===== src/design/qes_pkg.sv =====
// Shared types, constants and helpers for the quantized even splitter.
`default_nettype none

package qes_pkg;

  localparam int MAX_PORTS   = 16;
  localparam int PORT_W      = 4;   // port_index field width
  localparam int PCOUNT_W    = 5;   // port_count register width
  localparam int DATA_W      = 32;  // sample and share width
  localparam int QUANT_W     = 31;  // quantum register width
  localparam int CFG_IDX_W   = 1;
  localparam int CFG_DATA_W  = 31;  // widest register
  localparam int OUT_TDATA_W = 40;  // port_index + share_value, padded to bytes
  localparam int OUT_PAD_W   = OUT_TDATA_W - PORT_W - DATA_W;
  localparam int FIFO_DEPTH  = 2;
  localparam int FIFO_PTR_W  = 1;
  localparam int FIFO_CNT_W  = 2;

  typedef logic [CFG_IDX_W-1:0] cfg_idx_t;

  localparam cfg_idx_t REG_QUANTUM    = 1'd0;
  localparam cfg_idx_t REG_PORT_COUNT = 1'd1;

  localparam logic [DATA_W-1:0] SHARE_MAX = 32'h7FFF_FFFF;
  localparam logic [DATA_W-1:0] SHARE_MIN = 32'h8000_0000;

  // Per-item split plan handed from the front to the back.
  typedef struct packed {
    logic signed [DATA_W-1:0] base;  // floor(q / n)
    logic [PORT_W-1:0]        rest;  // q mod n, ports below this get one more step
  } share_plan_t;

  // Clamp the port count register to 1 .. MAX_PORTS.
  function automatic logic [PCOUNT_W-1:0] eff_ports(input logic [PCOUNT_W-1:0] pc);
    logic [PCOUNT_W-1:0] n;
    if (pc == '0) begin
      n = PCOUNT_W'(1);
    end else if (pc > PCOUNT_W'(MAX_PORTS)) begin
      n = PCOUNT_W'(MAX_PORTS);
    end else begin
      n = pc;
    end
    return n;
  endfunction

endpackage

`default_nettype wire


===== src/design/qes_div.sv =====
// Radix-4 iterative floor divider: signed dividend by a positive unsigned divisor.
`default_nettype none

module qes_div (
  input  wire logic               clk,
  input  wire logic               rst,
  input  wire logic               in_valid,
  output logic                    in_ready,
  input  wire logic signed [31:0] dividend,
  input  wire logic [31:0]        divisor,
  output logic                    out_valid,
  input  wire logic               out_ready,
  output logic signed [31:0]      quotient,
  output logic [31:0]             remainder
);

  typedef enum logic [3:0] {
    DIV_IDLE = 4'b0001,
    DIV_RUN  = 4'b0010,
    DIV_FIX  = 4'b0100,
    DIV_DONE = 4'b1000
  } div_state_t;

  div_state_t  state, state_next;
  logic [31:0] quo, rem, dvd, dsr;
  logic [33:0] dsr3;
  logic        neg;
  logic [3:0]  cnt;
  logic        start;
  logic        rnz;
  logic [33:0] r4;
  logic [34:0] d1, d2, d3;
  logic [1:0]  digit;
  logic [31:0] rem_sel;
  logic [31:0] dividend_u;

  assign in_ready   = (state == DIV_IDLE) || ((state == DIV_DONE) && out_ready);
  assign start      = in_valid && in_ready;
  assign out_valid  = (state == DIV_DONE);
  assign rnz        = (rem != '0);
  assign dividend_u = 32'(dividend);

  // Two quotient bits per cycle: compare against 3b, 2b and b in parallel.
  always_comb begin
    r4 = {rem, dvd[31:30]};
    d1 = {1'b0, r4} - {3'b000, dsr};
    d2 = {1'b0, r4} - {2'b00, dsr, 1'b0};
    d3 = {1'b0, r4} - {1'b0, dsr3};
    priority if (!d3[34]) begin
      digit   = 2'd3;
      rem_sel = d3[31:0];
    end else if (!d2[34]) begin
      digit   = 2'd2;
      rem_sel = d2[31:0];
    end else if (!d1[34]) begin
      digit   = 2'd1;
      rem_sel = d1[31:0];
    end else begin
      digit   = 2'd0;
      rem_sel = r4[31:0];
    end
  end

  always_comb begin
    state_next = state;
    unique case (state)
      DIV_IDLE: if (start) state_next = DIV_RUN;
      DIV_RUN:  if (cnt == 4'd15) state_next = DIV_FIX;
      DIV_FIX:  state_next = DIV_DONE;
      DIV_DONE: begin
        if (start) begin
          state_next = DIV_RUN;
        end else if (out_ready) begin
          state_next = DIV_IDLE;
        end
      end
      default:  state_next = DIV_IDLE;
    endcase
  end

  always_ff @(posedge clk) begin
    if (rst) begin
      state <= DIV_IDLE;
    end else begin
      state <= state_next;
    end
  end

  always_ff @(posedge clk) begin
    if (start) begin
      neg  <= dividend[31];
      dvd  <= dividend[31] ? (~dividend_u + 32'd1) : dividend_u;
      dsr  <= divisor;
      dsr3 <= {2'b00, divisor} + {1'b0, divisor, 1'b0};
      rem  <= '0;
      quo  <= '0;
      cnt  <= '0;
    end else if (state == DIV_RUN) begin
      rem <= rem_sel;
      quo <= {quo[29:0], digit};
      dvd <= {dvd[29:0], 2'b00};
      cnt <= cnt + 4'd1;
    end else if (state == DIV_FIX) begin
      // Round toward minus infinity for a negative dividend.
      quotient  <= neg ? (rnz ? ~quo : ~quo + 32'd1) : quo;
      remainder <= (neg && rnz) ? (dsr - rem) : rem;
    end
  end

endmodule

`default_nettype wire


===== src/design/qes_front.sv =====
// Front end: quantize the sample to steps, then split the steps by the port count.
`default_nettype none

module qes_front (
  input  wire logic                             clk,
  input  wire logic                             rst,
  input  wire logic                             in_valid,
  output logic                                  in_ready,
  input  wire logic signed [qes_pkg::DATA_W-1:0] sample_value,
  input  wire logic [qes_pkg::QUANT_W-1:0]      quantum,
  input  wire logic [qes_pkg::PCOUNT_W-1:0]     port_count,
  output logic                                  out_valid,
  input  wire logic                             out_ready,
  output qes_pkg::share_plan_t                  out_plan
);

  logic                              q_valid, q_ready;
  logic signed [qes_pkg::DATA_W-1:0] steps_q;
  logic [qes_pkg::DATA_W-1:0]        q_rem;
  logic signed [qes_pkg::DATA_W-1:0] base_q;
  logic [qes_pkg::DATA_W-1:0]        rest_q;
  logic [qes_pkg::DATA_W-1:0]        n_ext;

  assign n_ext = qes_pkg::DATA_W'(qes_pkg::eff_ports(port_count));

  // q = floor(sample / quantum); a zero quantum gives a don't-care q, zeroed later by the multiply
  qes_div u_div_quant (
    .clk       (clk),
    .rst       (rst),
    .in_valid  (in_valid),
    .in_ready  (in_ready),
    .dividend  (sample_value),
    .divisor   ({1'b0, quantum}),
    .out_valid (q_valid),
    .out_ready (q_ready),
    .quotient  (steps_q),
    .remainder (q_rem)
  );

  // base = floor(q / n), rest = q mod n
  qes_div u_div_ports (
    .clk       (clk),
    .rst       (rst),
    .in_valid  (q_valid),
    .in_ready  (q_ready),
    .dividend  (steps_q),
    .divisor   (n_ext),
    .out_valid (out_valid),
    .out_ready (out_ready),
    .quotient  (base_q),
    .remainder (rest_q)
  );

  assign out_plan.base = base_q;
  assign out_plan.rest = rest_q[qes_pkg::PORT_W-1:0];

`ifndef SYNTHESIS
  a_quant_rem: assert property (@(posedge clk) disable iff (rst)
    (q_valid && (quantum != '0)) |-> (q_rem < qes_pkg::DATA_W'(quantum)))
    else $error("quantizer remainder not below the step size");

  a_rest_range: assert property (@(posedge clk) disable iff (rst)
    out_valid |-> (rest_q < n_ext))
    else $error("split remainder not below the port count");

  a_steps_hold: assert property (@(posedge clk) disable iff (rst)
    (q_valid && !q_ready) |=> (q_valid && $stable(steps_q)))
    else $error("step count changed while waiting for the split divider");
`endif

endmodule

`default_nettype wire


===== config.mk =====
export PLATFORM = sky130hd
export DESIGN_NAME = qes_front
export DESIGN_NICKNAME = d
export VERILOG_FILES = /design/src/design/qes_pkg.sv /design/src/design/qes_div.sv /design/src/design/qes_front.sv
export SDC_FILE = /design/constraint.sdc
export NUM_CORES = 1
export LEC_CHECK = 0
export ABC_AREA = 1
export BUFFER_PORTS_ARGS = -buffer_cell sky130_fd_sc_hd__buf_2
export CORE_MARGIN = 10
export CORE_UTILIZATION = 26
export DETAILED_ROUTE_END_ITERATION = 16
export GPL_TIMING_DRIVEN = 1
export PLACE_DENSITY_LB_ADDON = 0.15
export SLEW_MARGIN = 10
export SYNTH_ARGS = -nofsm -noshare
export SYNTH_HDL_FRONTEND = slang
export SYNTH_SLANG_ARGS = --single-unit

===== constraint.sdc =====
create_clock -name clk -period 5.9 [get_ports clk]
set_input_delay 0.295 -clock clk [delete_from_list [all_inputs] [get_ports clk]]
set_output_delay 0.295 -clock clk [all_outputs]
set_load 0.01 [all_outputs]

Word level (Yosys, flattened, before mapping)
Cells that the tools add are included.
- register bits: 382
- logic and storage cells: 109
- add/sub/neg operators: 15
- order comparisons: 1
- eq/ne operators: 16
- multiplexer cells: 35
- bitwise logic cells: 8
- reductions and logical operators: 15
- operators by type and width (cell ; number):
    $mux 32 ; 16
    $add 32x1->32 const B ; 4
    $not 32->32 ; 4
    $sub 34x34->35 ; 2
    $reduce_bool 32->1 ; 2
    $mux 4 ; 9
    $sub 34x31->35 ; 1
    $sub 34x32->35 ; 1
    $sub 34x5->35 ; 1
    $sub 34x6->35 ; 1
    $add 31x32->33 ; 1
    $pmux 4 s4 ; 2
    $eq 4x4->1 const B ; 4
    $reduce_and 3->1 ; 4
    $mux 5 ; 2
    $add 4x1->4 const B ; 2
    $eq 4x1->1 const B ; 2
    $eq 4x2->1 const B ; 2
    $eq 4x3->1 const B ; 2
    $mux 2 ; 4
    $ne 2x1->1 const B ; 4
    $add 5x6->7 ; 1
    $gt 5x5->1 const B ; 1
    $logic_not 5->1 ; 1
    8 further kinds ; 17

Longest topological paths before layout
Gate-level depths: netlist of the first run.
- depth in word-level cells: 8
- depth in mapped cells: 21
- depth with buffers taken out: 21

By module
From an unflattened synthesis of the first run, not the netlist that was laid out.
- cell total of the unflattened synthesis: 5943
- area total of the unflattened synthesis: 41411.0 µm²
- by module, submodules not included (module ; instances ; cells an instance ; area an instance (µm²) ; seq. area each (µm²)):
    qes_div (u_div_ports) ; 1 ; 2970 ; 20708.6 ; 6306.0
    qes_div (u_div_quant) ; 1 ; 2960 ; 20651.1 ; 6306.0
    qes_front ; 1 ; 13 ; 51.3 ; 0.0

Worst setup path before layout of the first run
OpenSTA, ideal clock, no wires.
- kind: flip-flop to flip-flop
- start point: reg u_div_ports.state[0]
- end point: reg u_div_ports.state[0]
- library setup time: 0.312 ns
- arrival: 4.347 ns
- data required time: 5.588 ns
- path slack: 1.241 ns
- stages on the path, launching flop included: 3
- path buffers: 0
- period minus slack after synthesis: 4.659 ns
- cells stage by stage: dfxtp_1 -> nor4_1 -> o21ai_0
- cells in the longest elaborated chain, start to end: 6
- ends and longest elaborated chain (what ; RTL line ; source):
    start, declared ; qes_div.sv:24 ; div_state_t state, state_next;
    start signal, assigned ; qes_div.sv:85 ; state <= state_next;
    $eq 4x4->1 ; qes_div.sv:37, qes_div.sv:66 ;
    $logic_and 1x1->1 ; qes_div.sv:37 ; assign in_ready = (state == DIV_IDLE) || ((state == DIV_DONE) && out_ready);
    $logic_or 1x1->1 ; qes_div.sv:37 ;
    $logic_and 1x1->1 ; qes_div.sv:38 ; assign start = in_valid && in_ready;
    $mux 4 (tied with other cells) ; qes_div.sv:71 ; if (start) begin
    $pmux 4 s4 / $reduce_and 3->1 (equally long branches) ; -- ;
Several ways; a longest one is shown, not always the timed one.
A chain may end at the register's enable or synchronous reset.

Worst setup path in the final report of the first run
- start point: reg u_div_ports.dvd[30]
- end point: reg u_div_ports.rem[3]
- cells in the longest elaborated chain, start to end: 4
- ends and longest elaborated chain (what ; RTL line ; source):
    start, declared ; qes_div.sv:25 ; logic [31:0] quo, rem, dvd, dsr;
    start signal, assigned ; qes_div.sv:92 ; dvd <= dividend[31] ? (~dividend_u + 32'd1) : dividend_u;
    start signal, assigned ; qes_div.sv:101 ; dvd <= {dvd[29:0], 2'b00};
    $sub 34x5->35 ; qes_div.sv:46 ; d1 = {1'b0, r4} - {3'b000, dsr};
    $mux 32 ; qes_div.sv:55 ; end else if (!d1[34]) begin
    $mux 32 ; qes_div.sv:52 ; end else if (!d2[34]) begin
    $mux 32 (*) ; qes_div.sv:49 ; priority if (!d3[34]) begin
    end signal, assigned ; qes_div.sv:99 ; rem <= rem_sel;
    end, declared ; qes_div.sv:25 ;
Mark *: on every way between the ends. The rest lies on a longest branch, timed or not.

==> results of run 1 <==
## registers in the layout (all words and copies together), names as in the netlist
| name | cells |
|---|---|
| u_div_ports.dvd | 32 |
| u_div_ports.quo | 32 |
| u_div_ports.quotient | 32 |
| u_div_ports.rem | 32 |
| u_div_quant.dsr3 | 32 |
| u_div_quant.dvd | 32 |
| u_div_quant.quo | 32 |
| u_div_quant.quotient | 32 |
| u_div_quant.rem | 32 |
| u_div_quant.dsr | 31 |
| u_div_ports.dsr3 | 6 |
| u_div_ports.dsr | 5 |
| u_div_ports.cnt | 4 |
| u_div_ports.remainder | 4 |
| u_div_ports.state | 4 |
| u_div_quant.cnt | 4 |
| u_div_quant.state | 4 |
| u_div_ports.neg | 1 |
| u_div_quant.neg | 1 |
## placed cells by master, fill, tap and decap left out, types with 34 or more instances in the layout
| master | netlist | final |
|---|---|---|
| nor3_1 | 60 | 59 |
| xor2_1 | 183 | 183 |
| nand3_1 | 195 | 194 |
| clkbuf_16 | 0 | 46 |
| o21ai_0 | 188 | 188 |
| inv_1 | 474 | 470 |
| nor2_1 | 325 | 324 |
| xnor2_1 | 48 | 48 |
| o21ai_1 | 44 | 44 |
| nand4_1 | 48 | 48 |
| a21oi_1 | 224 | 224 |
| nand2_1 | 840 | 839 |
| buf_2 | 16 | 109 |
| dfxtp_1 | 144 | 144 |
| o22ai_1 | 35 | 35 |
| ha_1 | 154 | 154 |
| dlygate4sd3_1 | 0 | 34 |
| edfxtp_1 | 208 | 208 |
## stage by stage
step | cells | utilization [%]
after CTS | 4992 | 30.1
after global placement | 4873 | 28.2
after global routing | 4992 | 30.1
after floorplan | 3539 | -
after detailed placement | 4873 | 28.2
final | 4993 | 30.1
## synth_stat cells, types with 18 or more instances
| master | n |
|---|---|
| nand2_2 | 22 |
| nand4_1 | 48 |
| a22oi_1 | 33 |
| o22ai_1 | 35 |
| o21ai_1 | 44 |
| inv_2 | 23 |
| ha_1 | 154 |
| inv_1 | 474 |
| clkbuf_1 | 45 |
| xnor2_1 | 48 |
| nor4_1 | 31 |
| nor3_1 | 60 |
| nand2_1 | 840 |
| nand3_1 | 195 |
| dfxtp_1 | 144 |
| nor2_1 | 325 |
| o21ai_0 | 188 |
| xor2_1 | 183 |
| a21oi_1 | 224 |
| edfxtp_1 | 208 |
| o211ai_1 | 18 |
## worst reg2reg max path, stage by stage, from the launching register on
cell,delay (ns)
edfxtp_1,0.40
inv_1,0.07
ha_1,0.23
inv_1,0.15
fa_1,0.42
nand3_1,0.10
nand2_1,0.10
a21oi_1,0.30
o21ai_2,0.12
nor2_1,0.60
inv_1,0.60
a21oi_1,0.26
nand2_1,0.07
nand2_1,0.06
o21ai_0,0.07
## per-layer routing
metal | wire, um | global-route usage, % | vias to the layer above | part of all wire (%)
met4 | 2000 | 3.93 | 2 | 2.3
met2 | 37800 | 24.1 | 451 | 44
met3 | 3640 | 2.06 | 107 | 4.2
met5 | 7 | 0 | - | 0.0081
met1 | 43400 | 21.5 | 10800 | 50
li1 | - | - | 12000 | -
## area by class of cell
class	instances	area share, %
Sequential cell	352	30.7
Tap cell	1287	5.42
Timing Repair Buffer	159	3.39
Multi-Input combinational cell	2610	49.0
Clock buffer	58	4.09
Antenna cell	1	0.00842
Inverter	499	6.31
Clock inverter	27	1.08
## worst paths after layout
path	end	slack [ns]	cells past startpoint
worst max register to register	u_div_ports.rem[3]$_SDFFE_PP0P_	2.19	14
worst max-delay path	u_div_ports.rem[3]$_SDFFE_PP0P_	2.19	14
worst min register to register	u_div_ports.rem[29]$_SDFFE_PP0P_	0.46	2
worst min-delay path	u_div_ports.state[3]$_SDFFE_PP0P_	0.07	3
## cell families after synthesis
family / after synthesis / synth area share, %
fa+ha+maj: 163 / 8.13
simple gates: 1576 / 26.1
buf+inv: 577 / 8.78
flops: 352 / 35.2
xor+xnor: 231 / 7.80
compound gates: 640 / 14.0
## report_power, final
group	internal, uW	leakage, uW	total (uW)	switching [uW]
logic	978	0.00999	3120	2140
registers	2830	0.00310	2980	153
clock network	1690	0.000740	2910	1220
total	5500	0.0138	9010	3510
==> metrics, run 1 <==
area of the multi-input gates=about 15000 sq um; RePlAce Congestion=between 0.8 and 0.9; Worst path max stage delay=around 0.6 ns; area share of the largest cell type after synthesis=about 24%; DIE HEIGHT=~340 um; Syn Std Cell Area=between 20000 and 30000 sq um; Peak VDD IR=roughly 200 uV; crit path DAT=4.20 ns; layout cells sized above 1=8.02%; port bufs=around 110; fmax=270 MHz; Final nets=just under 4000; Clock transition at path regs=around 0.06 ns; Die ar.=~110000 sq um; final WL=around 87000 um; vias in the first global route=about 24000; CP Launch Type=flip-flop; post-route antenna net violation count=0; crit end category=flip-flop; hold slack=roughly 0.066 ns; Core Region=98700 sq um; worst setup margin=about 2.2 ns; crit-path max FO=23; Critical Path RT=6.39 ns; Synth cell types=56; post-cts repair resize count=0; Overall Power=between 9000 and 10000 uW; FF+latch count, synth=roughly 350; Pleak=0.0138 uW; Die Width=between 300 and 400 um; crit-path cells=inv_1 > ha_1 > inv_1 > fa_1 > nand3_1 > nand2_1 > a21oi_1 > o21ai_2 > nor2_1 > inv_1 > a21oi_1 > nand2_1 > nand2_1 > o21ai_0; yosys warns=0; Mapped Nets=~3800; PD cells=between 300 and 400 nW/um^2; DP HPWL=68200 um; DR iter-0 viols=between 1000 and 1500; Setup CP Type=reg2reg; Sink Count=roughly 350; CTS Buffer Depth=3; total congestion overflow=0; Max-Cap Viols=0; Reg area=9130 sq um; Post-synth EDFFs=around 210; hold_buf cts=34; hold_sp=out_ready; Slew HR=32.7%; dominant cell type by area after synthesis=edfxtp_1; drt pass-1 iters=5; Initial Utilization=roughly a quarter; Ports=110; max-slew violations=0; top post-synthesis cells by area=edfxtp_1 24%, nand2_1 12%, dfxtp_1 11%, ha_1 7.4%, inv_1 6.9%; Post-synth ARST share=0%; main flop type after synthesis=edfxtp_1; via count=~23000; Final Cycle Share=around 63%; initial antenna violation count=2; clk_lat worst skew=0.65 ns; vias per cell=4.68; setup TNS=0 ns; GR Util All Layers=15.2%; design area=29700 sq um; Residual DRC=0; drt wl/cell=around 17 um; setup bufs post-CTS=0; Placement Setup Slack=roughly 2.3 ns; crit path time final=3.71 ns; # fillers=roughly 11000; CP max-delay cell=nor2_1; status=completed; CP Launch Point=u_div_ports.dvd[30]$_DFFE_PP_; Mapped Cells=about 3500; CTS tree=built; endpoints failing setup=0; syn avg cell area=about 7.3 sq um; Seq/Total Area, Yosys=approximately a third; Root Driver=clkbuf_16; CP top delay family=simple AND/OR/NAND/NOR gates; placed inst area=between 20000 and 30000 sq um; largest net degree at the start of global routing=79; r2r startpoint=u_div_ports.dvd[30]$_DFFE_PP_; Hold Path Class=in2reg; Area Growth Syn to Fin=14.6%; RSZ-0062 raised after global routing=no; final hold violations=0; CP Buf/Inv Count=3; Layout Skew=about 0.043 ns; H-tree depth=2; Rows=~120; actual transition at the worst max-transition pin=about 1.0 ns; global-route wire length before repair=136000 um; number of CTS-inserted buffers=46
(Power assumes the default switching activity.)
==> inputs of run 2 (changes only) <==
clock period = 3.15 ns   (was 5.9 ns; I/O delays follow)
==> metrics, run 2 (same netlist as run 1, synthesis figures left out) <==
Final Cycle Share=a little over nine tenths; initial antenna violation count=2; Rows=115; crit-path cells=inv_1 > ha_1 > inv_1 > fa_1 > nand3_1 > nand2_1 > nand2_1 > nand2_1 > nand3_1 > nand2_1 > nand2_1 > nand3_1 > nand3_1 > nand2_1 > nand2_1 > nand3_1 > nand2_1 > inv_1; Root Driver=clkbuf_16; Final nets=about 4000; H-tree depth=2; Critical Path RT=3.65 ns; Die Width=between 300 and 400 um; Ports=110; DIE HEIGHT=336 um; post-route antenna net violation count=0; Hold Path Class=in2reg; placed inst area=between 20000 and 30000 sq um; Pleak=roughly 0.014 uW; Setup CP Type=reg2reg; CP top delay family=simple AND/OR/NAND/NOR gates; crit path time final=roughly 3 ns; final hold violations=0; vias per cell=~4.7; r2r startpoint=u_div_quant.dvd[31]$_DFFE_PP_; Post-Place Cells=a little under 5000; met3 Use GR=2.48%; fmax=roughly 340 MHz; status=completed; Area Growth Syn to Fin=16.8%; actual transition at the worst max-transition pin=between 1 and 1.5 ns; design area=30300 sq um; setup TNS=0 ns; Worst path max stage delay=around 0.5 ns; GR Util All Layers=around 15%; routing usage on met1=between 20% and 30%; # fillers=~11000; CP Launch Type=flip-flop; area of the multi-input gates=around 15000 sq um; Peak VDD IR=417 uV; drt pass-1 iters=5; PD cells=about 560 nW/um^2; Sink Count=around 350; CP Buf/Inv Count=3; most common cell after layout, fill and taps aside=nand2_1; hold slack=0.0213 ns; most used cell along the critical path=nand2_1; clk_lat worst skew=roughly 0.63 ns; total congestion overflow=0; RSZ-0062 raised after global routing=no; post-cts repair resize count=0; layout cells sized above 1=a little under a tenth; drt wl/cell=~17 um; Residual DRC=0; DR iter-0 viols=around 1400; hold_sp=sample_value[1]; Core Region=about 99000 sq um; CTS Buffer Depth=3; DP HPWL=between 60000 and 70000 um; largest net degree at the start of global routing=between 70 and 80; Max-Cap Viols=0; CP Launch Point=u_div_quant.dvd[31]$_DFFE_PP_; endpoints failing setup=0; Non-Filler Instances=roughly 5100; number of CTS-inserted buffers=between 40 and 50; CP max-delay cell=edfxtp_1; max-slew violations=0; Layout Skew=0.0379 ns; crit path DAT=roughly 3.5 ns; most used routing layer=met2; vias in the first global route=roughly 23000; Initial Utilization=26.3%; commonest non-fill, non-tap cells in the layout=839 x nand2_1, 470 x inv_1, 324 x nor2_1; crit end category=flip-flop; Clock transition at path regs=0.06 ns; Slew HR=~29%; crit-path max FO=3; RePlAce Congestion=roughly 0.93; global-route wire length before repair=approximately 140000 um; grt met2 use=24.0%; final WL=between 80000 and 90000 um; antenna fix cells=0; Reg area=between 9000 and 10000 sq um; port bufs=109; Die ar.=roughly 110000 sq um; CTS tree=built; via count=23700
-- run 2: cell count changes in the layout (fill, tap and decap cells not counted), moves of 2 or more --
cell	delta
dlygate4sd3_1	+27
buf_4	+38
clkinv_1	-3
buf_12	+4
bufinv_16	-2
-- run 2: worst register-to-register path, delay by kind of cell, from the launching register on --
family / cells / cell delay [ns]
adders and majority gates: 2 / 0.71
and+or+nand+nor: 13 / 1.31
DFF: 1 / 0.50
buffers and inverters: 3 / 0.34
-- run 2: path summary, 6_finish.rpt --
| kind | to | slack [ns] | cells after the start |
|---|---|---|---|
| worst max-delay path | u_div_quant.rem[31]$_SDFFE_PP0P_ | 0.18 | 18 |
| worst max register to register | u_div_quant.rem[31]$_SDFFE_PP0P_ | 0.18 | 18 |
| worst min register to register | u_div_ports.rem[29]$_SDFFE_PP0P_ | 0.46 | 2 |
| worst min-delay path | u_div_quant.dvd[1]$_SDFFCE_PN0P_ | 0.02 | 5 |
-- run 2: stage by stage --
step                total power, uW  setup WS (ns)  utilization, %
floorplan                      9690          0.164               -
global placement              11700         0.0519            28.6
detailed placement            11700         0.0963            28.6
CTS                           17100          0.106            30.7
global route                  18000         0.0176            30.7
finish                        16900          0.180            30.7
-- run 2: final cells by class --
| type | instances | share of cell area [%] |
|---|---|---|
| multi-input cells | 2610 | 48.1 |
| flip-flops and latches | 352 | 30.1 |
| well taps | 1287 | 5.32 |
| repair buffers | 228 | 5.42 |
| inverters | 499 | 6.19 |
| clock buffers | 59 | 3.99 |
| clock inverters | 25 | 0.851 |
-- run 2: power breakdown --
part / switching [uW] / internal [uW]
clock: 2200 / 2980
sequential: 269 / 5290
combinational: 4120 / 2040
-- run 2: what timing repair did --
item | CTS | global route
setup endpoints to repair | 0 | 3
hold buffers | 61 | 0
setup buffers | 0 | 2
endpoints found under the hold margin | 72 | 0
-- run 2: metal layers --
metal / share of wire, % / wire (um)
met4: 2.6 / 2260
met1: 49 / 43000
met3: 5.0 / 4380
met2: 43 / 37800
met5: 0.024 / 21
