**src/design/qes_pkg.sv**
```systemverilog
// Shared types, constants and helpers for the quantized even splitter.
`default_nettype none

package qes_pkg;

  localparam int MAX_PORTS   = 16;
  localparam int PORT_W      = 4;   // port_index field width
  localparam int PCOUNT_W    = 5;   // port_count register width
  localparam int DATA_W      = 32;  // sample and share width
  localparam int QUANT_W     = 31;  // quantum register width
  localparam int CFG_IDX_W   = 1;
  localparam int CFG_DATA_W  = 31;  // widest register
  localparam int OUT_TDATA_W = 40;  // port_index + share_value, padded to bytes
  localparam int OUT_PAD_W   = OUT_TDATA_W - PORT_W - DATA_W;
  localparam int FIFO_DEPTH  = 2;
  localparam int FIFO_PTR_W  = 1;
  localparam int FIFO_CNT_W  = 2;

  typedef logic [CFG_IDX_W-1:0] cfg_idx_t;

  localparam cfg_idx_t REG_QUANTUM    = 1'd0;
  localparam cfg_idx_t REG_PORT_COUNT = 1'd1;

  localparam logic [DATA_W-1:0] SHARE_MAX = 32'h7FFF_FFFF;
  localparam logic [DATA_W-1:0] SHARE_MIN = 32'h8000_0000;

  // Per-item split plan handed from the front to the back.
  typedef struct packed {
    logic signed [DATA_W-1:0] base;  // floor(q / n)
    logic [PORT_W-1:0]        rest;  // q mod n, ports below this get one more step
  } share_plan_t;

  // Clamp the port count register to 1 .. MAX_PORTS.
  function automatic logic [PCOUNT_W-1:0] eff_ports(input logic [PCOUNT_W-1:0] pc);
    logic [PCOUNT_W-1:0] n;
    if (pc == '0) begin
      n = PCOUNT_W'(1);
    end else if (pc > PCOUNT_W'(MAX_PORTS)) begin
      n = PCOUNT_W'(MAX_PORTS);
    end else begin
      n = pc;
    end
    return n;
  endfunction

endpackage

`default_nettype wire

```
**src/design/qes_fifo.sv**
```systemverilog
// Two-entry queue of split plans between the front and the back.
`default_nettype none

module qes_fifo (
  input  wire logic                 clk,
  input  wire logic                 rst,
  input  wire logic                 wr_valid,
  output logic                      wr_ready,
  input  wire qes_pkg::share_plan_t wr_data,
  output logic                      rd_valid,
  input  wire logic                 rd_ready,
  output qes_pkg::share_plan_t      rd_data
);

  qes_pkg::share_plan_t                 entries [qes_pkg::FIFO_DEPTH];
  logic [qes_pkg::FIFO_PTR_W-1:0]       wr_ptr, rd_ptr;
  logic [qes_pkg::FIFO_CNT_W-1:0]       count;
  logic                                 push, pop;

  assign wr_ready = (count != qes_pkg::FIFO_CNT_W'(qes_pkg::FIFO_DEPTH));
  assign rd_valid = (count != '0);
  assign push     = wr_valid && wr_ready;
  assign pop      = rd_valid && rd_ready;
  assign rd_data  = entries[rd_ptr];

  always_ff @(posedge clk) begin
    if (rst) begin
      wr_ptr <= '0;
      rd_ptr <= '0;
      count  <= '0;
    end else begin
      if (push) wr_ptr <= wr_ptr + 1'b1;
      if (pop)  rd_ptr <= rd_ptr + 1'b1;
      if (push && !pop) begin
        count <= count + 1'b1;
      end else if (pop && !push) begin
        count <= count - 1'b1;
      end
    end
  end

  always_ff @(posedge clk) begin
    if (push) begin
      entries[wr_ptr] <= wr_data;
    end
  end

endmodule

`default_nettype wire

```
**config.mk**
```make
export PLATFORM = sky130hd
export DESIGN_NAME = qes_fifo
export DESIGN_NICKNAME = d
export VERILOG_FILES = /design/src/design/qes_pkg.sv /design/src/design/qes_fifo.sv
export SDC_FILE = /design/constraint.sdc
export NUM_CORES = 1
export LEC_CHECK = 0
export ABC_AREA = 1
export BUFFER_PORTS_ARGS = -buffer_cell sky130_fd_sc_hd__buf_2
export CAP_MARGIN = 20
export CORE_ASPECT_RATIO = 1.2
export CORE_UTILIZATION = 47
export CTS_CLUSTER_DIAMETER = 60
export CTS_CLUSTER_SIZE = 30
export DETAILED_ROUTE_END_ITERATION = 16
export PLACE_DENSITY = 0.79
export SLEW_MARGIN = 20
export SYNTH_ARGS = -nofsm -noshare
export SYNTH_HDL_FRONTEND = slang
export SYNTH_SLANG_ARGS = --single-unit
```
**constraint.sdc**
```tcl
create_clock -name clk -period 2.8 [get_ports clk]
set_clock_uncertainty 0.2 [all_clocks]
set_input_delay 0.56 -clock clk [delete_from_list [all_inputs] [get_ports clk]]
set_output_delay 0.56 -clock clk [all_outputs]
set_load 0.1 [all_outputs]
```
Yosys cells after proc, flatten, opt, wreduce, memory -nomap -nowiden:

Memories as Yosys holds them, arrays and structs flattened. A register that Yosys moved wholly into a read port is not among the register bits.
Index checks and enable logic that the tools add are counted.

* $mul: 0
* shift operators: 0
* order comparisons: 0
* div/mod/pow operators: 0
* bitwise operators: 0
* equality and inequality tests: 1
* add/subtract/negate cells: 4
* multiplexer cells: 6
* reduce and logical (&&, ||, !) cells: 8

Operators with widths (count)
* 1-bit logical AND: 4
* 1-bit two-way mux: 4
* 2-bit two-way mux: 2
* 2-bit nonzero test: 2
* 1-bit adder, second input constant: 2
* 2-bit by 1-bit adder with 2-bit output, second input constant: 1
* 1-bit logical NOT: 2
* 2-bit inequality test, second input constant: 1
* 2-bit by 1-bit subtractor with 2-bit output, second input constant: 1

* memory bits (read-only): 0
* memories kept: 1
* bits in writable memories: 72
* latch bits: 0
* logic and storage cells: 23
* register bits: 4
* output and inout port bits: 38
* bits of input ports: 40

Memory list
* entries: depth 2, width 36, rd ports 1, clocked after Yosys merged registers in 1, wr ports 1, RTL line qes_fifo.sv:15 `qes_pkg::share_plan_t entries [qes_pkg::FIFO_DEPTH];`

Longest topological paths before layout:

Gate-level depths: netlist of the first run.

* depth after elaboration: 6
* depth in mapped cells: 11
* gate-level depth less buffers: 11

Worst setup path after synthesis of the first run:

OpenSTA, ideal clock, no wires.

* kind: register -> register
* from: register count[0] in the netlist's numbering
* to: memory entries[0][0] in the netlist's numbering (enable)
* data arrival time: 2.840 ns
* buffers on the path: 0
* clock period less this slack: 3.469 ns
* setup slack: -0.669 ns
* library setup time: 0.429 ns
* data required time: 2.171 ns
* stages on the path, launching flop included: 5
* path through: dfxtp_1 inv_1 nand2_1 nand2_1 nor2_1

* word-level cells in the longest chain between the ends: 4

Ends and longest elaborated chain
* start: declaration: RTL line qes_fifo.sv:17 `logic [qes_pkg::FIFO_CNT_W-1:0] count;`
* start signal: assignment: RTL line qes_fifo.sv:35 `count <= count + 1'b1;`
* start signal: assignment: RTL line qes_fifo.sv:37 `count <= count - 1'b1;`
* 2-bit inequality test: RTL line qes_fifo.sv:20 `assign wr_ready = (count != qes_pkg::FIFO_CNT_W'(qes_pkg::FIFO_DEPTH));`
* net wr_ready: RTL line qes_fifo.sv:8 `output logic wr_ready,`
* 1-bit logical AND: RTL line qes_fifo.sv:22 `assign push = wr_valid && wr_ready;`
* 1-bit two-way mux: RTL line qes_fifo.sv:43 `if (push) begin`
* 1-bit two-way mux (not written as such): RTL line qes_fifo.sv:44 `entries[wr_ptr] <= wr_data;`
* end: declaration: RTL line qes_fifo.sv:15

The timed path passes the listed nets, and every way through them passes these cells.

==> impl_results.html, run 1 <==
<table>
<tr><th>Metric</th><th>Value</th></tr>
<tr><th colspan="2">Run status</th></tr>
<tr><td>Result of the run</td><td>finished clean</td></tr>
<tr><th colspan="2">Critical path</th></tr>
<tr><td>Type of destination of the critical path</td><td>primary output</td></tr>
<tr><td>Critical Path Start Type</td><td>register</td></tr>
<tr><td>Largest stage delay on the critical path</td><td>between 0.3 and 0.4 ns</td></tr>
<tr><td>Critical setup path kind</td><td>register to primary output</td></tr>
<tr><td>Arrival time at the worst endpoint</td><td>1.67 ns</td></tr>
<tr><td>Required time of the critical path</td><td>2.04 ns</td></tr>
<tr><td>Worst Path Max Fanout</td><td>21</td></tr>
<tr><td>Worst-path cell with the longest stage delay</td><td>mux2_2</td></tr>
<tr><td>Critical-path cell list</td><td>buf_4 -&gt; mux2_2 -&gt; buf_2</td></tr>
<tr><th colspan="2">Run</th></tr>
<tr><td>MaxCap Viol Count</td><td>0</td></tr>
<tr><th colspan="2">Timing</th></tr>
<tr><td>Final max-slew violation count</td><td>0</td></tr>
<tr><td>Setup-violating endpoint count in the final report</td><td>0</td></tr>
<tr><td>Number of hold violations in the final report</td><td>0</td></tr>
<tr><td>Accumulated negative setup slack</td><td>0 ns</td></tr>
<tr><td>Final critical-path share of the clock period</td><td>86.9%</td></tr>
<tr><td>Final critical delay including setup and external delays</td><td>2.43 ns</td></tr>
<tr><td>Final setup slack of the worst path</td><td>approximately 0.37 ns</td></tr>
<tr><td>Worst relative slew slack</td><td>about two thirds</td></tr>
<tr><td>Pin slew with the least headroom to its limit</td><td>0.491 ns</td></tr>
<tr><td>Maximum clock frequency</td><td>~0.41 GHz</td></tr>
<tr><td>RSZ-0062 raised after global routing</td><td>no</td></tr>
<tr><th colspan="2">Drt</th></tr>
<tr><td>Routed via count</td><td>1,512</td></tr>
<tr><td>DR iter-0 viols</td><td>56</td></tr>
<tr><td>Antenna Violating Nets Remaining</td><td>0</td></tr>
<tr><td>DRC</td><td>0</td></tr>
<tr><td>Number of vias per cell after detailed routing</td><td>around 4.7</td></tr>
<tr><td>Drt first pass iters</td><td>4</td></tr>
<tr><td>Routed Wire Length</td><td>~4600 µm</td></tr>
<tr><td>Average wire per cell in the routed design</td><td>between 10 and 15 µm</td></tr>
<tr><th colspan="2">Synth</th></tr>
<tr><td>Dominant cell type by area after synthesis</td><td>edfxtp_1</td></tr>
<tr><td>Number of enable-type register cells in the synthesized netlist</td><td>72</td></tr>
<tr><td>Syn Nets</td><td>190</td></tr>
<tr><td>Post-synthesis async set-or-reset flop share</td><td>0%</td></tr>
<tr><td>Sequential fraction of the synthesis area</td><td>~76%</td></tr>
<tr><td>Cell types with the largest area share after synthesis</td><td>edfxtp_1 72%, mux2_4 15%, dfxtp_1 3.3%</td></tr>
<tr><td>Top flip-flop cell by instance count after synthesis</td><td>edfxtp_1</td></tr>
<tr><td>Cells after Synth</td><td>149</td></tr>
<tr><td>Count of synthesis-stage warnings from yosys</td><td>0</td></tr>
<tr><td>Number of distinct library cells after synthesis</td><td>14</td></tr>
<tr><td>Post-synthesis cell area</td><td>between 0.002 and 0.003 mm²</td></tr>
<tr><td>Syn_area_per_cell</td><td>20.1 µm²</td></tr>
<tr><td>Cell with the most instances after synthesis</td><td>edfxtp_1</td></tr>
<tr><td>Post-synth top cells</td><td>72 x edfxtp_1, 30 x mux2_4, 9 x nand2_1, 8 x inv_1, 7 x nor2_1</td></tr>
<tr><td>Top-area cell type share of the netlist area</td><td>72.3%</td></tr>
<tr><td>Seq cells post-synth</td><td>a little under 80</td></tr>
<tr><th colspan="2">Cells and area</th></tr>
<tr><td>Footprint of the multi-input gates</td><td>about 640 µm²</td></tr>
<tr><td>Number of fill cells in the layout</td><td>487</td></tr>
<tr><td>FF+latch area</td><td>0.00226 mm²</td></tr>
<tr><td>Proportion of layout cells with a drive suffix above 1</td><td>a little under three fifths</td></tr>
<tr><td>Layout Cell Area excl Fill</td><td>between 0.003 and 0.004 mm²</td></tr>
<tr><td>Diodes inserted</td><td>0</td></tr>
<tr><td>Number of nets in the layout</td><td>279</td></tr>
<tr><td>Growth of design area from synthesis to finish</td><td>22.6%</td></tr>
<tr><th colspan="2">Clock network</th></tr>
<tr><td>Num Clock Sinks</td><td>77</td></tr>
<tr><td>H-tree depth</td><td>3</td></tr>
<tr><td>Clock transition at the registers of the reported paths</td><td>~0.070 ns</td></tr>
<tr><td>Number of resized instances in the post-cts repair step</td><td>0</td></tr>
<tr><td>Setup fix buffers added after clock tree synthesis</td><td>0</td></tr>
<tr><td>Clock buffer count from CTS</td><td>9</td></tr>
<tr><td>CTS Hold Buffers Added</td><td>0</td></tr>
<tr><td>Clk root buf</td><td>clkbuf_8</td></tr>
<tr><td>Clk_lat worst skew</td><td>approximately 0.33 ns</td></tr>
<tr><td>TritonCTS clock tree</td><td>built</td></tr>
<tr><td>Max Buffers Root-to-Sink</td><td>2</td></tr>
<tr><th colspan="2">Global route</th></tr>
<tr><td>Global-route wire length before repair</td><td>just under 7000 µm</td></tr>
<tr><td>Antenna violations before repair</td><td>0</td></tr>
<tr><td>Overflow left after global routing</td><td>0</td></tr>
<tr><td>Largest net degree at the start of global routing</td><td>37</td></tr>
<tr><td>Global Route Usage Sum</td><td>roughly 15%</td></tr>
<tr><td>Via count of the first global-routing pass</td><td>between 1,500 and 2,000</td></tr>
<tr><th colspan="2">Floorplan</th></tr>
<tr><td>DIE HEIGHT</td><td>89.4 µm</td></tr>
<tr><td>Rows</td><td>31</td></tr>
<tr><td>Overall die area</td><td>0.00669 mm²</td></tr>
<tr><td>Ports</td><td>slightly below 80</td></tr>
<tr><td>X dimension of the die</td><td>~75 µm</td></tr>
<tr><td>Initial Util</td><td>between 40% and 50%</td></tr>
<tr><td>Floorplan core area</td><td>between 0.006 and 0.007 mm²</td></tr>
<tr><th colspan="2">Place</th></tr>
<tr><td>Input/output buffers</td><td>between 70 and 80</td></tr>
<tr><td>Minimum setup slack after placement</td><td>between 0.7 and 0.8 ns</td></tr>
<tr><td>Area post-placement</td><td>about 0.0035 mm²</td></tr>
<tr><td>Half-perimeter wire length of the detailed placement result</td><td>about 3100 µm</td></tr>
<tr><td>Final weighted congestion of routability-driven global placement</td><td>around 0.73</td></tr>
<tr><th colspan="2">Min path</th></tr>
<tr><td>Path category of the worst min-delay check</td><td>input pin to register</td></tr>
</table>
==> through the flow <==
stage | hold WS, ns | instances | util (%)
finish | 0.211 | 325 | 60.2
global route | 0.191 | 325 | 60.2
floorplan | 0.265 | 149 | -
detailed placement | 0.292 | 309 | 56.8
global placement | 0.281 | 309 | 56.8
CTS | 0.193 | 325 | 60.2
==> layout make-up <==
type	instances	share of cell area, %
Multi-Input combinational cell	60	17.5
Timing Repair Buffer	82	11.5
Sequential cell	77	61.7
Clock buffer	11	3.58
Tap cell	82	2.80
Clock inverter	5	2.05
Inverter	8	0.819
==> cells in the final DEF (no fill, tap or decap), types with 3 or more instances in the layout <==
cell type	n
clkbuf_8	9
edfxtp_1	72
clkinv_2	3
buf_4	5
nor2_1	5
dfxtp_1	4
mux2_2	6
buf_2	77
inv_1	8
nand2_1	9
mux2_4	30
==> state kept, by name, summed over array words and instances, names as in the netlist, named ones only <==
name / count
wr_ptr: 1
rd_ptr: 1
entries: 72
count: 2
==> final timing paths <==
check / from / end / slack (ns) / cells after the start
setup reg to reg: count[0] / entries[1][14] / 1.01 / 5
setup / recovery: register / rd_data[23] / 0.37 / 3
hold reg to reg: rd_ptr / register / 0.31 / 2
hold / removal: wr_data[23] / entries[0][23] / 0.21 / 1
==> kinds of logic (layout without fill, tap and decap cells) <==
| logic type | count (synthesis) | count (layout) | synth area share (%) |
|---|---|---|---|
| AND/OR/NAND/NOR | 19 | 19 | 2.55 |
| buffers and inverters | 12 | 106 | 3.39 |
| flip-flops | 77 | 77 | 75.6 |
| adder cells (fa/ha/maj) | 1 | 1 | 0.418 |
| AO/OA/AOI/OAI | 4 | 4 | 0.669 |
| multiplexers | 36 | 36 | 17.3 |
==> critical path: cells and delay by family, from the launching register on <==
kind | cells | cell delay, ns
buffers and inverters | 2 | 0.64
flip-flops | 1 | 0.33
multiplexers | 1 | 0.38
==> routing by layer <==
layer | share of wire, % | wire [µm] | track usage (%) | vias to the layer above
met4 | 2.0 | 90 | 8.75 | 0
met1 | 39 | 1810 | 16.4 | 724
met5 | 0 | 0 | 0 | -
met2 | 56 | 2570 | 26.3 | 42
li1 | - | - | - | 736
met3 | 2.9 | 131 | 3.72 | 10
Power of run 1 is left out: the tool's default activity adds up to more than one toggle a clock period on the data nets, which glitch-free logic cannot reach.
==> run 2: changes to the inputs <==
--- a/config.mk
+++ b/config.mk
@@ -13,7 +13,7 @@
 export CTS_CLUSTER_DIAMETER = 60
 export CTS_CLUSTER_SIZE = 30
 export DETAILED_ROUTE_END_ITERATION = 16
-export PLACE_DENSITY = 0.79
+export PLACE_DENSITY = 0.83
 export SLEW_MARGIN = 20
 export SYNTH_ARGS = -nofsm -noshare
 export SYNTH_HDL_FRONTEND = slang
==> run 2 against run 1 <==
Against the previous run:
- critical path depth did not move
- fmax is 0.20% lower
- register-to-register slack worse by 0.09 ns
- sequential share of layout area about the same
- highest routed layer unchanged
==> impl_results.html, run 2 (synthesized netlist as in run 1, its figures left out) <==
<table>
<tr><th>Metric</th><th>Value</th></tr>
<tr><th colspan="2">Drt</th></tr>
<tr><td>Routed Wire Length</td><td>4660 µm (+1.3%)</td></tr>
<tr><td>Average wire per cell in the routed design</td><td>14.3 µm (+1.3%)</td></tr>
<tr><td>DR iter-0 viols</td><td>92 (+64%)</td></tr>
<tr><td>Drt first pass iters</td><td>4 (unchanged)</td></tr>
<tr><td>Routed via count</td><td>1,524 (+0.79%)</td></tr>
<tr><td>Antenna Violating Nets Remaining</td><td>0 (unchanged)</td></tr>
<tr><td>Number of vias per cell after detailed routing</td><td>4.69 (+0.79%)</td></tr>
<tr><td>DRC</td><td>0 (unchanged)</td></tr>
<tr><th colspan="2">Global route</th></tr>
<tr><td>Global Route Usage Sum</td><td>15.1% (+0.080 points)</td></tr>
<tr><td>Largest net degree at the start of global routing</td><td>22 (-41%)</td></tr>
<tr><td>Overflow left after global routing</td><td>0 (unchanged)</td></tr>
<tr><td>Routing layer with the top usage in global route</td><td>met2</td></tr>
<tr><td>Via count of the first global-routing pass</td><td>1,519 (-0.85%)</td></tr>
<tr><td>Met2 capacity usage during global routing</td><td>26.6% (+0.33 points)</td></tr>
<tr><td>Global-route wire length before repair</td><td>6960 µm (+0.40%)</td></tr>
<tr><td>Global routing usage on met1</td><td>16.1% (-0.28 points)</td></tr>
<tr><td>Antenna violations before repair</td><td>0 (unchanged)</td></tr>
<tr><td>Met3 Track Usage GR</td><td>4.40% (+0.68 points)</td></tr>
<tr><th colspan="2">Critical path</th></tr>
<tr><td>Arrival time at the worst endpoint</td><td>1.68 ns (about the same)</td></tr>
<tr><td>Largest stage delay on the critical path</td><td>0.38 ns (about the same)</td></tr>
<tr><td>Required time of the critical path</td><td>2.04 ns (about the same)</td></tr>
<tr><td>Crit path buf inv count</td><td>2 (unchanged)</td></tr>
<tr><td>Crit path max-delay family</td><td>buffers and inverters</td></tr>
<tr><td>Worst-path cell with the longest stage delay</td><td>mux2_2</td></tr>
<tr><td>Worst Path Max Fanout</td><td>21 (unchanged)</td></tr>
<tr><td>Type of destination of the critical path</td><td>primary output</td></tr>
<tr><td>Critical-path cell list</td><td>buf_4 -&gt; mux2_2 -&gt; buf_2</td></tr>
<tr><td>Setup slack of the most critical reg-to-reg path</td><td>0.92 ns (-0.09 ns)</td></tr>
<tr><td>Critical Path Start Type</td><td>register</td></tr>
<tr><td>Critical setup path kind</td><td>register to primary output</td></tr>
<tr><th colspan="2">Place</th></tr>
<tr><td>Cell total after placement</td><td>309 (unchanged)</td></tr>
<tr><td>Input/output buffers</td><td>77 (unchanged)</td></tr>
<tr><td>Final weighted congestion of routability-driven global placement</td><td>0.658 (-10%)</td></tr>
<tr><td>Half-perimeter wire length of the detailed placement result</td><td>3270 µm (+4.1%)</td></tr>
<tr><td>Minimum setup slack after placement</td><td>0.701 ns (-0.00276 ns)</td></tr>
<tr><th colspan="2">Timing</th></tr>
<tr><td>Final max-slew violation count</td><td>0 (unchanged)</td></tr>
<tr><td>Final critical-path share of the clock period</td><td>87.1% (+0.17 points)</td></tr>
<tr><td>Setup-violating endpoint count in the final report</td><td>0 (unchanged)</td></tr>
<tr><td>Number of hold violations in the final report</td><td>0 (unchanged)</td></tr>
<tr><td>Pin slew with the least headroom to its limit</td><td>0.539 ns (+0.0479 ns)</td></tr>
<tr><td>RSZ-0062 raised after global routing</td><td>no</td></tr>
<tr><td>Maximum clock frequency</td><td>0.410 GHz (-0.20%)</td></tr>
<tr><td>Final critical delay including setup and external delays</td><td>2.44 ns (+0.00479 ns)</td></tr>
<tr><td>Worst relative slew slack</td><td>64.0% (-3.3 points)</td></tr>
<tr><td>Final setup slack of the worst path</td><td>0.362 ns (-0.00479 ns)</td></tr>
<tr><th colspan="2">Clock network</th></tr>
<tr><td>Num Clock Sinks</td><td>77 (unchanged)</td></tr>
<tr><td>Clock transition at the registers of the reported paths</td><td>0.07 ns (about the same)</td></tr>
<tr><td>H-tree depth</td><td>3 (unchanged)</td></tr>
<tr><td>Setup fix buffers added after clock tree synthesis</td><td>0 (unchanged)</td></tr>
<tr><td>CTS Hold Buffers Added</td><td>0 (unchanged)</td></tr>
<tr><td>Max Buffers Root-to-Sink</td><td>2 (unchanged)</td></tr>
<tr><td>Clock buffer count from CTS</td><td>9 (unchanged)</td></tr>
<tr><td>Clk_lat worst skew</td><td>0.33 ns (about the same)</td></tr>
<tr><td>Clk root buf</td><td>clkbuf_8</td></tr>
<tr><td>TritonCTS clock tree</td><td>built</td></tr>
<tr><td>Number of resized instances in the post-cts repair step</td><td>0 (unchanged)</td></tr>
<tr><th colspan="2">Cells and area</th></tr>
<tr><td>Commonest cells after routing, fill and taps aside</td><td>77 x buf_2, 72 x edfxtp_1, 30 x mux2_4, 11 x clkbuf_8, 9 x nand2_1</td></tr>
<tr><td>Diodes inserted</td><td>0 (unchanged)</td></tr>
<tr><td>Final instance count without filler cells</td><td>325 (unchanged)</td></tr>
<tr><td>Register bank with the most flops</td><td>entries</td></tr>
<tr><td>FF+latch area</td><td>0.00226 mm² (unchanged)</td></tr>
<tr><td>Util after Layout</td><td>60.3% (about the same)</td></tr>
<tr><td>Max reg flops</td><td>72 (unchanged)</td></tr>
<tr><td>Footprint of the multi-input gates</td><td>642 µm² (unchanged)</td></tr>
<tr><td>Registers with the most flip-flops</td><td>entries (72), count (2)</td></tr>
<tr><td>Number of fill cells in the layout</td><td>466 (-4.3%)</td></tr>
<tr><td>Leading cell type in the layout, fill and taps excluded</td><td>buf_2</td></tr>
<tr><td>Number of nets in the layout</td><td>279 (unchanged)</td></tr>
<tr><td>Proportion of layout cells with a drive suffix above 1</td><td>54.7% (-0.82 points)</td></tr>
<tr><td>Growth of design area from synthesis to finish</td><td>22.7% (about the same)</td></tr>
<tr><th colspan="2">Run status</th></tr>
<tr><td>Result of the run</td><td>finished clean</td></tr>
<tr><th colspan="2">Floorplan</th></tr>
<tr><td>Rows</td><td>31 (unchanged)</td></tr>
<tr><td>Initial Util</td><td>49.1% (unchanged)</td></tr>
<tr><td>Overall die area</td><td>0.00669 mm² (unchanged)</td></tr>
<tr><td>X dimension of the die</td><td>74.8 µm (unchanged)</td></tr>
<tr><td>DIE HEIGHT</td><td>89.4 µm (unchanged)</td></tr>
<tr><td>Ports</td><td>78 (unchanged)</td></tr>
<tr><td>Floorplan core area</td><td>0.00609 mm² (unchanged)</td></tr>
<tr><th colspan="2">Run</th></tr>
<tr><td>MaxCap Viol Count</td><td>0 (unchanged)</td></tr>
<tr><th colspan="2">Min path</th></tr>
<tr><td>Path category of the worst min-delay check</td><td>input pin to register</td></tr>
</table>
==> run 2: final cells by class <==
class | instances | share of cell area, %
clock buffer | 15 | 4.53
timing repair buffer | 82 | 11.9
inverter | 8 | 0.818
clock inverter | 1 | 0.818
tap | 82 | 2.80
sequential | 77 | 61.7
multi-input combinational | 60 | 17.5
==> run 2: worst paths after layout <==
| check | from | to | cells past startpoint |
|---|---|---|---|
| max | register | rd_data[22] | 3 |
| min | wr_data[1] | entries[0][1] | 1 |
| max reg2reg | count[0] | entries[1][19] | 5 |
| min reg2reg | wr_ptr | wr_ptr | 2 |
==> run 2: metrics by stage <==
| step | hold slack [ns] | area, µm² | setup TNS (ns) |
|---|---|---|---|
| 5_1_grt | 0.194 | 3670 | 0 |
| 2_1_floorplan | 0.265 | 3000 | -8.28 |
| 6_report | 0.210 | 3670 | 0 |
| 3_5_place_dp | 0.323 | 3470 | 0 |
| 3_3_place_gp | 0.279 | 3470 | 0 |
| 4_1_cts | 0.193 | 3670 | 0 |
==> run 2: per-layer routing <==
layer	share of wire [%]	vias to the layer above
met5	0	-
met2	56	42
met1	38	739
li1	-	736
met4	1.8	0
met3	4.3	7
==> run 2: worst register-to-register path: stages (launching register included) <==
cell and delay (ns):
dfxtp_1 0.33, inv_1 0.08, nand2_1 0.09, nand2_1 0.16, nor2_4 0.47, buf_12 0.25
Power of run 2 is left out for the same reason.
==> run 3: changes to the inputs <==
--- a/config.mk
+++ b/config.mk
@@ -13,6 +13,7 @@
 export CTS_CLUSTER_DIAMETER = 60
 export CTS_CLUSTER_SIZE = 30
 export DETAILED_ROUTE_END_ITERATION = 16
+export GPL_TIMING_DRIVEN = 0
 export PLACE_DENSITY = 0.83
 export SLEW_MARGIN = 20
 export SYNTH_ARGS = -nofsm -noshare
==> run 3 against run 2 <==
Against the previous run:
- sequential cell count unchanged
- critical path depth grew 1
- die area unchanged
- setup slack improved by 0.082 ns
- routed wire length up 4.3%
- via count grew 2.0%
- register-to-register slack got worse by 0.04 ns
- sequential share of layout area decreased by 1.8 points
- count of clock-buffer cells in the layout down 4
- cell area is 3.0% higher
==> impl_results.html, run 3 (synthesized netlist as in run 1, its figures left out) <==
<table>
<tr><th>Metric</th><th>Value</th></tr>
<tr><th colspan="2">Critical path</th></tr>
<tr><td>Arrival time at the worst endpoint</td><td>1.60 ns (-0.08 ns)</td></tr>
<tr><td>Startpoint of the worst-slack reg-to-reg timing path</td><td>count[0]</td></tr>
<tr><td>Type of destination of the critical path</td><td>primary output</td></tr>
<tr><td>Worst Path Max Fanout</td><td>10 (-52%)</td></tr>
<tr><td>Critical setup path kind</td><td>register to primary output</td></tr>
<tr><td>Setup slack of the most critical reg-to-reg path</td><td>0.88 ns (-0.04 ns)</td></tr>
<tr><td>R2r endpoint</td><td>entries[1][30]</td></tr>
<tr><td>Required time of the critical path</td><td>2.04 ns (about the same)</td></tr>
<tr><td>Cell depth of the worst flop-to-flop path</td><td>5 (unchanged)</td></tr>
<tr><td>Last element of the critical path</td><td>rd_data[18]</td></tr>
<tr><td>Critical Path Start Type</td><td>register</td></tr>
<tr><th colspan="2">Global route</th></tr>
<tr><td>Overflow left after global routing</td><td>0 (unchanged)</td></tr>
<tr><td>Global Route Usage Sum</td><td>15.9% (+0.80 points)</td></tr>
<tr><td>Global-route wire length before repair</td><td>7310 µm (+5.0%)</td></tr>
<tr><td>Largest net degree at the start of global routing</td><td>23 (+4.5%)</td></tr>
<tr><td>Antenna violations before repair</td><td>0 (unchanged)</td></tr>
<tr><td>Via count of the first global-routing pass</td><td>1,581 (+4.1%)</td></tr>
<tr><th colspan="2">Place</th></tr>
<tr><td>Input/output buffers</td><td>77 (unchanged)</td></tr>
<tr><td>Half-perimeter wire length of the detailed placement result</td><td>3450 µm (+5.5%)</td></tr>
<tr><td>Final weighted congestion of routability-driven global placement</td><td>0.661 (+0.55%)</td></tr>
<tr><td>Area post-placement</td><td>0.00355 mm² (+2.2%)</td></tr>
<tr><td>Minimum setup slack after placement</td><td>0.719 ns (+0.0185 ns)</td></tr>
<tr><th colspan="2">Clock network</th></tr>
<tr><td>Setup fix buffers added after clock tree synthesis</td><td>0 (unchanged)</td></tr>
<tr><td>H-tree depth</td><td>3 (unchanged)</td></tr>
<tr><td>Clk root buf</td><td>clkbuf_8</td></tr>
<tr><td>CTS Hold Buffers Added</td><td>0 (unchanged)</td></tr>
<tr><td>Number of resized instances in the post-cts repair step</td><td>0 (unchanged)</td></tr>
<tr><td>Num Clock Sinks</td><td>77 (unchanged)</td></tr>
<tr><td>Clock transition at the registers of the reported paths</td><td>0.08 ns (about the same)</td></tr>
<tr><td>TritonCTS clock tree</td><td>built</td></tr>
<tr><td>Clk_lat worst skew</td><td>0.33 ns (about the same)</td></tr>
<tr><td>Clock buffer count from CTS</td><td>9 (unchanged)</td></tr>
<tr><td>Max Buffers Root-to-Sink</td><td>2 (unchanged)</td></tr>
<tr><th colspan="2">Timing</th></tr>
<tr><td>RSZ-0062 raised after global routing</td><td>no</td></tr>
<tr><td>Final critical-path share of the clock period</td><td>84.1% (-2.9 points)</td></tr>
<tr><td>Accumulated negative setup slack</td><td>0 ns (unchanged)</td></tr>
<tr><td>Maximum clock frequency</td><td>0.424 GHz (+3.5%)</td></tr>
<tr><td>Final setup slack of the worst path</td><td>0.444 ns (+0.0818 ns)</td></tr>
<tr><td>Pin slew with the least headroom to its limit</td><td>0.601 ns (+0.0617 ns)</td></tr>
<tr><td>Final critical delay including setup and external delays</td><td>2.36 ns (-0.0818 ns)</td></tr>
<tr><td>Setup-violating endpoint count in the final report</td><td>0 (unchanged)</td></tr>
<tr><td>Number of hold violations in the final report</td><td>0 (unchanged)</td></tr>
<tr><td>Final max-slew violation count</td><td>0 (unchanged)</td></tr>
<tr><td>Worst relative slew slack</td><td>59.8% (-4.1 points)</td></tr>
<tr><th colspan="2">Cells and area</th></tr>
<tr><td>Diodes inserted</td><td>0 (unchanged)</td></tr>
<tr><td>Max reg flops</td><td>72 (unchanged)</td></tr>
<tr><td>Footprint of the multi-input gates</td><td>642 µm² (unchanged)</td></tr>
<tr><td>Number of fill cells in the layout</td><td>482 (+3.4%)</td></tr>
<tr><td>Register bank with the most flops</td><td>entries</td></tr>
<tr><td>Number of nets in the layout</td><td>280 (+0.36%)</td></tr>
<tr><td>Proportion of layout cells with a drive suffix above 1</td><td>54.9% (+0.19 points)</td></tr>
<tr><td>Leading cell type in the layout, fill and taps excluded</td><td>buf_2</td></tr>
<tr><td>Registers with the most flip-flops</td><td>entries (72), count (2)</td></tr>
<tr><td>Commonest cells after routing, fill and taps aside</td><td>77 x buf_2, 72 x edfxtp_1, 30 x mux2_4, 9 x nand2_1, 9 x clkbuf_8</td></tr>
<tr><td>Growth of design area from synthesis to finish</td><td>26.4%</td></tr>
<tr><td>FF+latch area</td><td>0.00226 mm² (about the same)</td></tr>
<tr><td>Layout Cell Area excl Fill</td><td>0.00378 mm² (+3.0%)</td></tr>
<tr><th colspan="2">Drt</th></tr>
<tr><td>Highest metal layer with signal wires</td><td>met4</td></tr>
<tr><td>Number of vias per cell after detailed routing</td><td>4.77 (+1.7%)</td></tr>
<tr><td>DR iter-0 viols</td><td>80 (-13%)</td></tr>
<tr><td>Routed Wire Length</td><td>4860 µm (+4.3%)</td></tr>
<tr><td>DRT met1 WL</td><td>1780 µm (+0.85%)</td></tr>
<tr><td>Average wire per cell in the routed design</td><td>14.9 µm (+4.0%)</td></tr>
<tr><td>Drt first pass iters</td><td>4 (unchanged)</td></tr>
<tr><td>Routed via count</td><td>1,555 (+2.0%)</td></tr>
<tr><td>Detailed route wirelength on metal2</td><td>2720 µm (+4.7%)</td></tr>
<tr><td>Antenna Violating Nets Remaining</td><td>0 (unchanged)</td></tr>
<tr><td>Met3 Wirelength</td><td>224 µm (+11%)</td></tr>
<tr><td>DRC</td><td>0 (unchanged)</td></tr>
<tr><th colspan="2">Floorplan</th></tr>
<tr><td>Ports</td><td>78 (unchanged)</td></tr>
<tr><td>DIE HEIGHT</td><td>89.4 µm (unchanged)</td></tr>
<tr><td>X dimension of the die</td><td>74.8 µm (unchanged)</td></tr>
<tr><td>Initial Util</td><td>49.1% (unchanged)</td></tr>
<tr><td>Rows</td><td>31 (unchanged)</td></tr>
<tr><td>Overall die area</td><td>0.00669 mm² (unchanged)</td></tr>
<tr><td>Floorplan core area</td><td>0.00609 mm² (unchanged)</td></tr>
<tr><th colspan="2">Power and ir drop</th></tr>
<tr><td>Net switching power</td><td>1.99 mW</td></tr>
<tr><td>Power consumption</td><td>4.51 mW</td></tr>
<tr><td>Sw Ratio</td><td>around 44%</td></tr>
<tr><td>Combinational power share</td><td>45.4%</td></tr>
<tr><td>Clock share of power</td><td>21.2%</td></tr>
<tr><td>Largest vdd supply drop</td><td>approximately 940 µV</td></tr>
<tr><td>Internal power</td><td>approximately 2.5 mW</td></tr>
<tr><td>Leak Pwr</td><td>~1.5 nW</td></tr>
<tr><td>Flop pwr share</td><td>33.4%</td></tr>
<tr><td>Cell area power density</td><td>around 1200 mW/mm²</td></tr>
<tr><th colspan="2">Min path</th></tr>
<tr><td>Path category of the worst min-delay check</td><td>input pin to register</td></tr>
<tr><th colspan="2">Run</th></tr>
<tr><td>MaxCap Viol Count</td><td>0 (unchanged)</td></tr>
<tr><th colspan="2">Run status</th></tr>
<tr><td>Result of the run</td><td>finished clean</td></tr>
</table>
## run 3: power by group through the flow
stage | Clock (mW) | Combinational, mW | Sequential [mW]
finish | 0.957 | 2.04 | 1.50
global route | 1.02 | 2.12 | 1.52
CTS | 0.971 | 2.06 | 1.51
detailed placement | 0 | 2.06 | 1.53
global placement | 0 | 1.99 | 1.52
floorplan | 0 | 1.77 | 1.52
## run 3: worst min path at each step
stage / startpoint / end / slack [ns] / cells past startpoint
floorplan: rd_ptr / register / 0.26 / 2
global placement: rd_ptr / rd_ptr / 0.28 / 2
detailed placement: rd_ptr / register / 0.31 / 2
CTS: wr_data[31] / entries[0][31] / 0.19 / 1
global route: wr_data[12] / entries[0][12] / 0.18 / 1
finish: wr_data[31] / entries[0][31] / 0.20 / 1
## run 3: critical path, cell delays in order, from the launching register on
cell,delay (ns)
dfxtp_1,0.33
buf_6,0.17
buf_12,0.16
mux2_4,0.31
buf_2,0.29
## run 3: per-layer routing
metal | GRT usage, % | up-vias
met3 | 5.86 | 13
met5 | 0 | -
met2 | 28.8 | 49
li1 | - | 740
met4 | 8.40 | 0
met1 | 15.5 | 753
## run 3: final cells by class
type / instances / share of cell area (%)
buffer: 4 / 1.89
clock buffer: 11 / 3.48
clock inverter: 5 / 2.62
inverter: 8 / 0.795
multi-input combinational: 60 / 17.0
sequential: 77 / 59.9
tap: 82 / 2.72
timing repair buffer: 79 / 11.7
## run 3: per-stage QoR
stage | hold WS (ns) | utilization, % | cells
after floorplan | 0.265 | - | 149
after global placement | 0.280 | 57.2 | 308
after detailed placement | 0.311 | 58.3 | 310
after CTS | 0.186 | 62.1 | 326
after global routing | 0.182 | 62.1 | 326
final | 0.202 | 62.1 | 326
Power figures use the tool's default switching activity.
